$ cat config.mk
export PLATFORM = sky130hd
export DESIGN_NAME = motor_current_sense_frontend_core
export DESIGN_NICKNAME = d
export VERILOG_FILES = /design/src/rtl/mcsf_pkg.sv /design/src/rtl/motor_current_sense_frontend_core.sv /design/src/rtl/mcsf_phase.sv /design/src/rtl/mcsf_out_buf.sv
export SDC_FILE = /design/constraint.sdc
export NUM_CORES = 2
export LEC_CHECK = 0
export BUFFER_PORTS_ARGS = -buffer_cell sky130_fd_sc_hd__buf_2
export CAP_MARGIN = 20
export CORE_MARGIN = 2
export CORE_UTILIZATION = 50
export DETAILED_ROUTE_END_ITERATION = 10
export GPL_ROUTABILITY_DRIVEN = 0
export MAX_ROUTING_LAYER = met4
export PLACE_DENSITY_LB_ADDON = 0.3
export SYNTH_ARGS = -nofsm -noshare
export SYNTH_HDL_FRONTEND = slang
export SYNTH_SLANG_ARGS = --single-unit
$ cat constraint.sdc
create_clock -name clock -period 19.5 [get_ports clock]
set_input_delay 3.9 -clock clock [delete_from_list [all_inputs] [get_ports clock]]
set_output_delay 3.9 -clock clock [all_outputs]
set_load 0.02 [all_outputs]
$ cat src/rtl/mcsf_pkg.sv
`default_nettype none

package mcsf_pkg;

   localparam int RAW_W      = 12;
   localparam int OFFSET_W   = 12;
   localparam int CUR_W      = 16;
   localparam int SUM_W      = 22;
   localparam int CAL_CNT_W  = 10;
   localparam int DEC_CNT_W  = 6;
   localparam int RATIO_W    = 7;
   localparam int LIMIT_W    = 15;
   localparam int CSR_IDX_W  = 2;
   localparam int CSR_DATA_W = 15;

   localparam logic [LIMIT_W-1:0]   LIMIT_RESET = 15'd5000;
   localparam logic [RATIO_W-1:0]   RATIO_RESET = 7'd8;
   localparam logic [RATIO_W-1:0]   RATIO_MIN   = 7'd1;
   localparam logic [RATIO_W-1:0]   RATIO_MAX   = 7'd64;
   localparam logic [CAL_CNT_W-1:0] CAL_CNT_RESET = 10'd1;

   localparam logic [CSR_IDX_W-1:0] CSR_OC_LIMIT = 2'd0;
   localparam logic [CSR_IDX_W-1:0] CSR_DECIM    = 2'd1;

   typedef enum logic {
      CMD_FILTER    = 1'b0,
      CMD_CALIBRATE = 1'b1
   } cmd_type;

   typedef struct packed {
      logic filter_en;
      logic accum_en;
      logic finish;
   } phase_ctl_type;

   typedef struct packed {
      logic signed [CUR_W-1:0] current_a;
      logic signed [CUR_W-1:0] current_b;
      logic                    current_valid;
      logic                    over_current;
      logic                    offset_ready;
   } rsp_type;

endpackage

`default_nettype wire

$ cat src/rtl/motor_current_sense_frontend_core.sv
// Two-phase motor current front end.
// req_* carries one beat per converter event: cmd selects a filter update
// (leaky integrator per phase, offset removed, saturated to 16 bits) or a
// calibration tick (over-current check on the published currents, then
// offset averaging over CAL_SAMPLES idle samples).
// rsp_* returns exactly one beat per request beat: the published currents,
// the publish flag, the over-current flag and the offset-ready flag.
// csr_* writes the over-current limit (index 0) and the decimation ratio
// (index 1); csr_ready is always high. Write only while no beat is in flight.
// Results are registered in the output buffer before rsp_* offers them.
// Throughput: one beat per cycle unless the buffer is full; each beat is
// settled in the cycle it is accepted; the offset divide is a multiply
// by a constant reciprocal. A two-entry output buffer holds results while
// the receiver stalls; req_ready drops only when both entries are occupied.
// Reset (synchronous, active high) clears filters, sums, offsets and the
// output buffer, sets the calibration count to one and loads the register
// defaults (limit 5000, ratio 8). No clearing pass follows reset.
`default_nettype none

module motor_current_sense_frontend_core #(
   parameter int LEAK_SHIFT   = 3,
   parameter int CAL_SAMPLES  = 100
) (
   input  wire logic                                  clock,
   input  wire logic                                  reset,
   input  wire logic                                  req_valid,
   output logic                                       req_ready,
   input  wire logic                                  req_cmd,
   input  wire logic [mcsf_pkg::RAW_W-1:0]            req_ia_raw,
   input  wire logic [mcsf_pkg::RAW_W-1:0]            req_ib_raw,
   input  wire logic                                  req_motor_idle,
   output logic                                       rsp_valid,
   input  wire logic                                  rsp_ready,
   output logic signed [mcsf_pkg::CUR_W-1:0]          rsp_current_a,
   output logic signed [mcsf_pkg::CUR_W-1:0]          rsp_current_b,
   output logic                                       rsp_current_valid,
   output logic                                       rsp_over_current,
   output logic                                       rsp_offset_ready,
   input  wire logic                                  csr_valid,
   output logic                                       csr_ready,
   input  wire logic [mcsf_pkg::CSR_IDX_W-1:0]        csr_index,
   input  wire logic [mcsf_pkg::CSR_DATA_W-1:0]       csr_data
);

   logic [mcsf_pkg::LIMIT_W-1:0]       limit_ff;
   logic [mcsf_pkg::RATIO_W-1:0]       ratio_ff;
   logic [mcsf_pkg::RATIO_W-1:0]       ratio_eff;
   logic [mcsf_pkg::DEC_CNT_W-1:0]     dec_cnt_ff;
   logic [mcsf_pkg::RATIO_W-1:0]       dec_next;
   logic [mcsf_pkg::CAL_CNT_W-1:0]     cal_cnt_ff;
   logic                               calibrated_ff;
   logic                               calibrated_in;
   logic signed [mcsf_pkg::CUR_W-1:0]  pub_a_ff;
   logic signed [mcsf_pkg::CUR_W-1:0]  pub_b_ff;
   logic signed [mcsf_pkg::CUR_W-1:0]  pub_a_in;
   logic signed [mcsf_pkg::CUR_W-1:0]  pub_b_in;
   logic signed [mcsf_pkg::CUR_W-1:0]  filt_a;
   logic signed [mcsf_pkg::CUR_W-1:0]  filt_b;
   logic [mcsf_pkg::CUR_W-1:0]         mag_a;
   logic [mcsf_pkg::CUR_W-1:0]         mag_b;
   logic                               accept;
   logic                               is_filter;
   logic                               is_cal;
   logic                               dec_hit;
   logic                               publish;
   logic                               over_cur;
   logic                               buf_full;
   mcsf_pkg::phase_ctl_type            ctl;
   mcsf_pkg::rsp_type                  rsp_in;
   mcsf_pkg::rsp_type                  rsp_out;

   assign accept    = req_valid && req_ready;
   assign is_filter = (mcsf_pkg::cmd_type'(req_cmd) == mcsf_pkg::CMD_FILTER);
   assign is_cal    = (mcsf_pkg::cmd_type'(req_cmd) == mcsf_pkg::CMD_CALIBRATE);
   assign csr_ready = 1'b1;

   always_comb begin
      if (ratio_ff < mcsf_pkg::RATIO_MIN) begin
         ratio_eff = mcsf_pkg::RATIO_MIN;
      end else if (ratio_ff > mcsf_pkg::RATIO_MAX) begin
         ratio_eff = mcsf_pkg::RATIO_MAX;
      end else begin
         ratio_eff = ratio_ff;
      end
   end

   assign dec_next = mcsf_pkg::RATIO_W'(dec_cnt_ff) + mcsf_pkg::RATIO_W'(1);
   assign dec_hit  = (dec_next >= ratio_eff);
   assign publish  = is_filter && dec_hit;

   assign ctl.filter_en = accept && is_filter;
   assign ctl.accum_en  = accept && is_cal && req_motor_idle;
   assign ctl.finish    = (cal_cnt_ff >= mcsf_pkg::CAL_CNT_W'(CAL_SAMPLES));

   mcsf_phase #(
      .LEAK_SHIFT   (LEAK_SHIFT),
      .CAL_SAMPLES  (CAL_SAMPLES)
   ) u_phase_a (
      .clock      (clock),
      .reset      (reset),
      .ctl        (ctl),
      .raw        (req_ia_raw),
      .filter_upd (filt_a)
   );

   mcsf_phase #(
      .LEAK_SHIFT   (LEAK_SHIFT),
      .CAL_SAMPLES  (CAL_SAMPLES)
   ) u_phase_b (
      .clock      (clock),
      .reset      (reset),
      .ctl        (ctl),
      .raw        (req_ib_raw),
      .filter_upd (filt_b)
   );

   assign pub_a_in = publish ? filt_a : pub_a_ff;
   assign pub_b_in = publish ? filt_b : pub_b_ff;

   assign mag_a = pub_a_ff[mcsf_pkg::CUR_W-1] ? -pub_a_ff : pub_a_ff;
   assign mag_b = pub_b_ff[mcsf_pkg::CUR_W-1] ? -pub_b_ff : pub_b_ff;
   assign over_cur = is_cal && calibrated_ff &&
                     ((mag_a > mcsf_pkg::CUR_W'(limit_ff)) ||
                      (mag_b > mcsf_pkg::CUR_W'(limit_ff)));

   assign calibrated_in = calibrated_ff || (ctl.accum_en && ctl.finish);

   assign rsp_in.current_a     = pub_a_in;
   assign rsp_in.current_b     = pub_b_in;
   assign rsp_in.current_valid = publish;
   assign rsp_in.over_current  = over_cur;
   assign rsp_in.offset_ready  = calibrated_in;

   always_ff @(posedge clock) begin
      if (reset) begin
         limit_ff      <= mcsf_pkg::LIMIT_RESET;
         ratio_ff      <= mcsf_pkg::RATIO_RESET;
         dec_cnt_ff    <= '0;
         cal_cnt_ff    <= mcsf_pkg::CAL_CNT_RESET;
         calibrated_ff <= 1'b0;
         pub_a_ff      <= '0;
         pub_b_ff      <= '0;
      end else begin
         if (csr_valid && csr_ready) begin
            unique case (csr_index)
               mcsf_pkg::CSR_OC_LIMIT: limit_ff <= csr_data[mcsf_pkg::LIMIT_W-1:0];
               mcsf_pkg::CSR_DECIM:    ratio_ff <= csr_data[mcsf_pkg::RATIO_W-1:0];
               default: ;
            endcase
         end
         if (ctl.filter_en) begin
            pub_a_ff <= pub_a_in;
            pub_b_ff <= pub_b_in;
            if (dec_hit) begin
               dec_cnt_ff <= '0;
            end else begin
               dec_cnt_ff <= dec_next[mcsf_pkg::DEC_CNT_W-1:0];
            end
         end
         if (ctl.accum_en) begin
            if (ctl.finish) begin
               cal_cnt_ff <= mcsf_pkg::CAL_CNT_RESET;
            end else begin
               cal_cnt_ff <= cal_cnt_ff + mcsf_pkg::CAL_CNT_W'(1);
            end
         end
         calibrated_ff <= calibrated_in && !reset;
      end
   end

   mcsf_out_buf u_out_buf (
      .clock     (clock),
      .reset     (reset),
      .push      (accept),
      .push_data (rsp_in),
      .full      (buf_full),
      .pop_valid (rsp_valid),
      .pop_ready (rsp_ready),
      .pop_data  (rsp_out)
   );

   assign req_ready         = !buf_full;
   assign rsp_current_a     = rsp_out.current_a;
   assign rsp_current_b     = rsp_out.current_b;
   assign rsp_current_valid = rsp_out.current_valid;
   assign rsp_over_current  = rsp_out.over_current;
   assign rsp_offset_ready  = rsp_out.offset_ready;

endmodule

`default_nettype wire

$ cat src/rtl/mcsf_phase.sv
`default_nettype none

module mcsf_phase #(
   parameter int LEAK_SHIFT   = 3,
   parameter int CAL_SAMPLES  = 100
) (
   input  wire logic                                clock,
   input  wire logic                                reset,
   input  wire mcsf_pkg::phase_ctl_type             ctl,
   input  wire logic [mcsf_pkg::RAW_W-1:0]          raw,
   output logic signed [mcsf_pkg::CUR_W-1:0]        filter_upd
);

   localparam int EXT_W       = mcsf_pkg::CUR_W + 2;
   localparam int CAL_LOG     = $clog2(CAL_SAMPLES);
   localparam int RECIP_SHIFT = mcsf_pkg::SUM_W + CAL_LOG;
   localparam int RECIP_W     = mcsf_pkg::SUM_W + 1;
   localparam int PROD_W      = mcsf_pkg::SUM_W + RECIP_W;
   localparam logic [63:0] RECIP =
      ((64'd1 << RECIP_SHIFT) + 64'(CAL_SAMPLES) - 64'd1) / 64'(CAL_SAMPLES);
   localparam logic signed [EXT_W-1:0] SAT_HI = EXT_W'(32767);
   localparam logic signed [EXT_W-1:0] SAT_LO = -EXT_W'(32768);

   logic signed [mcsf_pkg::CUR_W-1:0]  filter_ff;
   logic [mcsf_pkg::SUM_W-1:0]         sum_ff;
   logic [mcsf_pkg::SUM_W-1:0]         sum_in;
   logic [mcsf_pkg::OFFSET_W-1:0]      offset_ff;
   logic signed [mcsf_pkg::RAW_W:0]    sample;
   logic signed [EXT_W-1:0]            leak_sum;
   logic [PROD_W-1:0]                  product;
   logic [mcsf_pkg::OFFSET_W-1:0]      offset_in;

   assign sample = $signed({1'b0, raw}) - $signed({1'b0, offset_ff});
   assign leak_sum = EXT_W'(filter_ff) - EXT_W'(filter_ff >>> LEAK_SHIFT)
                     + EXT_W'(sample);

   always_comb begin
      if (leak_sum > SAT_HI) begin
         filter_upd = SAT_HI[mcsf_pkg::CUR_W-1:0];
      end else if (leak_sum < SAT_LO) begin
         filter_upd = SAT_LO[mcsf_pkg::CUR_W-1:0];
      end else begin
         filter_upd = leak_sum[mcsf_pkg::CUR_W-1:0];
      end
   end

   assign sum_in    = sum_ff + mcsf_pkg::SUM_W'(raw);
   assign product   = PROD_W'(sum_in) * PROD_W'(RECIP[RECIP_W-1:0]);
   assign offset_in = product[RECIP_SHIFT +: mcsf_pkg::OFFSET_W];

   always_ff @(posedge clock) begin
      if (reset) begin
         filter_ff <= '0;
         sum_ff    <= '0;
         offset_ff <= '0;
      end else begin
         if (ctl.filter_en) begin
            filter_ff <= filter_upd;
         end
         if (ctl.accum_en) begin
            if (ctl.finish) begin
               sum_ff    <= '0;
               offset_ff <= offset_in;
            end else begin
               sum_ff <= sum_in;
            end
         end
      end
   end

endmodule

`default_nettype wire

$ cat src/rtl/mcsf_out_buf.sv
`default_nettype none

module mcsf_out_buf (
   input  wire logic              clock,
   input  wire logic              reset,
   input  wire logic              push,
   input  wire mcsf_pkg::rsp_type push_data,
   output logic                   full,
   output logic                   pop_valid,
   input  wire logic              pop_ready,
   output mcsf_pkg::rsp_type      pop_data
);

   mcsf_pkg::rsp_type entry_ff [2];
   logic              wr_ptr_ff;
   logic              rd_ptr_ff;
   logic [1:0]        count_ff;
   logic [1:0]        count_in;
   logic              pop;

   assign full      = (count_ff == 2'd2);
   assign pop_valid = (count_ff != 2'd0);
   assign pop_data  = entry_ff[rd_ptr_ff];
   assign pop       = pop_valid && pop_ready;

   always_comb begin
      case ({push, pop})
         2'b10:   count_in = count_ff + 2'd1;
         2'b01:   count_in = count_ff - 2'd1;
         default: count_in = count_ff;
      endcase
   end

   always_ff @(posedge clock) begin
      if (push) begin
         entry_ff[wr_ptr_ff] <= push_data;
      end
   end

   always_ff @(posedge clock) begin
      if (reset) begin
         wr_ptr_ff <= 1'b0;
         rd_ptr_ff <= 1'b0;
         count_ff  <= 2'd0;
      end else begin
         if (push) begin
            wr_ptr_ff <= !wr_ptr_ff;
         end
         if (pop) begin
            rd_ptr_ff <= !rd_ptr_ff;
         end
         count_ff <= count_in;
      end
   end

endmodule

`default_nettype wire

==> results.json <==
{
  "cts_resized": 0,
  "critPathBufInv": 5,
  "cts_sinks": 246,
  "cts_tree": "done",
  "synth_xor_area_share_pct": 4.75,
  "worst_pin_slew_ns": 1.10,
  "cp_max_fo": 7,
  "htreeDepth": 1,
  "synth_area_um2": 31900,
  "cts_setup_buffers": 0,
  "core_area_um2": 63100,
  "maxSlewHeadroom_pct": 26.0,
  "syn-mean-instance-area_um2": 9.53,
  "vias_per_cell": 5.34,
  "hold_viol_final": 0,
  "hold_start": "u_phase_a.offset_ff[9]",
  "area_growth_pct": 7.52,
  "outcome": "finished clean",
  "drt_wl_total_um": 74800,
  "yosysUniqueCellTypes": 96,
  "maxCapViolations": 0,
  "grt_max_degree": 78,
  "slowest_delay_ns": 0.74,
  "die_w_um": 257,
  "cts_inserted_buffers": 26,
  "finalSetupTns_ns": 0,
  "wire_per_inst_um": 17.4,
  "crit_slowest_cell": "xor2_1",
  "antenna_found_initial": 1,
  "start_util_pct": 50.6,
  "drv_slew": 0,
  "synth_cells": 3347,
  "worst_skew_pair.late_latency_ns": 0.55,
  "synth_area_leaders": "fa_1 24%, ha_1 22%, dfxtp_1 11%",
  "synth_ff_type": "dfxtp_1",
  "drtAntennaViolNets": 0,
  "finClkSkew_ns": 0.0258,
  "drc_errors": 0,
  "clockBufferDepth": 3,
  "grt_first_pass_wirelength_um": 123000,
  "drt_iter0_markers": 1152,
  "critical_path_class": "primary input to register",
  "first_pass_iters": 5,
  "synth_top_family_by_area": "adder cells",
  "r2r_start": "u_phase_a.sum_ff[0]",
  "cp_data_required_time_ns": 19.90,
  "synthMuxAreaShare_pct": 1.42,
  "ys_ff_latch": 246,
  "whs_ns": 0.450,
  "rows": 92,
  "critPathTopFamily": "adder cells",
  "period_minus_slack_ns": 12.62,
  "grt.total_usage_pct": 23.9,
  "synth_top_area_share_pct": 24.4,
  "ios": 86,
  "finalCritPeriodShare_pct": 64.7,
  "synth_top_area_cell": "fa_1",
  "yosysWarnings": 0,
  "r2r_slack_ns": 10.04,
  "critPathLaunchType": "primary input",
  "setup_viol": 0,
  "synth_fp_nets": 4336,
  "worst_setup_path_end_kind": "register",
  "synth-edff-count": 70,
  "ys_seq_area_share_pct": 17.6,
  "rsz0062_at_grt": "no",
  "fin_nets": 4418,
  "critPathArrivalTime_ns": 13.03,
  "dp_hpwl_um": 63100,
  "synth_compound_area_share_pct": 12.1,
  "async_flop_share_pct": 0,
  "via_count": 22952,
  "crit_start": "req_ia_raw[0]",
  "path_clk_slew_ns": 0.07,
  "cts_hold_buf": 0,
  "hold_path_class": "register to register",
  "fmax_ghz": 0.0792,
  "clock_tree.root_cell": "clkbuf_16",
  "dieArea_um2": 65800,
  "synth-simple-area-share_pct": 9.03,
  "overflow": 0,
  "crit_top_cell": "fa_1",
  "grt_pass1_vias": 23096,
  "drive_gt1_share_pct": 8.09,
  "synth_adder_area_share_pct": 46.1,
  "portBuffers": 84,
  "die_y_um": 257
}
## worst min-delay path, stage by stage, from the launching register on
cell and delay [ns]:
dfxtp_1 0.31, nand2_1 0.05, a21oi_1 0.05
## Yosys cell counts (15+ instances only)
master	number
a211oi_1	27
a211oi_2	21
a21o_1	36
a21oi_1	184
a22oi_1	26
and3_1	23
clkbuf_1	55
dfxtp_1	176
edfxtp_1	70
fa_1	388
ha_1	553
inv_1	689
mux2_2	35
nand2_1	197
nand2b_1	27
nand3_1	38
nand4_1	21
nor2_1	202
nor2b_1	18
nor3_1	25
o21a_1	28
o21ai_0	78
o21bai_1	15
o22ai_1	17
or3_1	20
xnor2_1	114
xor2_1	59
## metrics by stage
stage / cell area, µm² / cells / worst slack (ns) / util, %
after floorplan: 31900 / 3347 / 7.78 / -
after detailed placement: 33400 / 4244 / 6.49 / 52.9
final: 34300 / 4297 / 6.88 / 54.4
after global placement: 33400 / 4244 / 6.72 / 52.9
after global routing: 34300 / 4296 / 6.28 / 54.4
after CTS: 34200 / 4292 / 7.04 / 54.3
## worst paths after layout
check	to	depth (start not counted)
max	u_phase_a.offset_ff[11]	32
min	u_phase_a.offset_ff[9]	2
max reg2reg	u_phase_a.offset_ff[11]	31
min reg2reg	u_phase_a.offset_ff[9]	2
## cell families (layout without fill, tap and decap cells)
logic type | after synthesis | after routing
adders and majority gates | 941 | 941
other | 1 | 3
and+or+nand+nor | 622 | 622
AOI/OAI and AO/OA | 566 | 566
buffers and inverters | 757 | 859
muxes | 41 | 41
xor gates and xnor gates | 173 | 173
DFF | 246 | 246
## flip-flops by register name, indices dropped and copies added (netlist names), 2 cells and up, named ones only
| register | flops |
|---|---|
| u_phase_a.offset_ff | 12 |
| u_out_buf.entry_ff | 70 |
| ratio_ff | 7 |
| u_phase_a.sum_ff | 22 |
| u_phase_a.filter_ff | 16 |
| u_phase_b.filter_ff | 16 |
| pub_b_ff | 16 |
| u_out_buf.count_ff | 2 |
| dec_cnt_ff | 6 |
| u_phase_b.offset_ff | 12 |
| limit_ff | 15 |
| u_phase_b.sum_ff | 22 |
| cal_cnt_ff | 10 |
| pub_a_ff | 16 |
## cell usage in the layout, fill, tap and decap left out, types with 17 or more instances in the layout
cell type    n
o21ai_0     78
nand4_1     21
mux2_2      35
a21o_1      36
a21oi_1    184
xnor2_1    114
or3_1       20
nor2b_1     18
nor3_1      25
ha_1       553
buf_4       37
edfxtp_1    70
buf_2       83
nand2b_1    27
xor2_1      59
a211oi_1    27
fa_1       388
o22ai_1     17
nor2_1     199
nand3_1     38
o21a_1      28
nand2_1    197
dfxtp_1    176
and3_1      23
inv_1      689
clkbuf_16   27
a22oi_1     26
a211oi_2    21
## per-layer routing
layer  global-route usage (%)  part of all wire (%)  vias up
met5                        -                     0        -
met4                     4.68                   1.9        0
met3                     2.01                   4.4       88
met2                     38.9                    47      482
met1                     32.9                    47    11159
li1                         -                     -    11223
## area by class of cell
cell class / count / area (µm²)
clock buffers: 36 / 734
inverters: 690 / 2590
fillers: 5692 / 28800
diodes: 2 / 5.00
multi-input cells: 2344 / 23400
well taps: 846 / 1060
clock inverters: 12 / 139
repair buffers: 121 / 713
flip-flops and latches: 246 / 5630
Power is not shown: default switching activity piles up to over one toggle a cycle in this logic, so the estimate is an artifact.
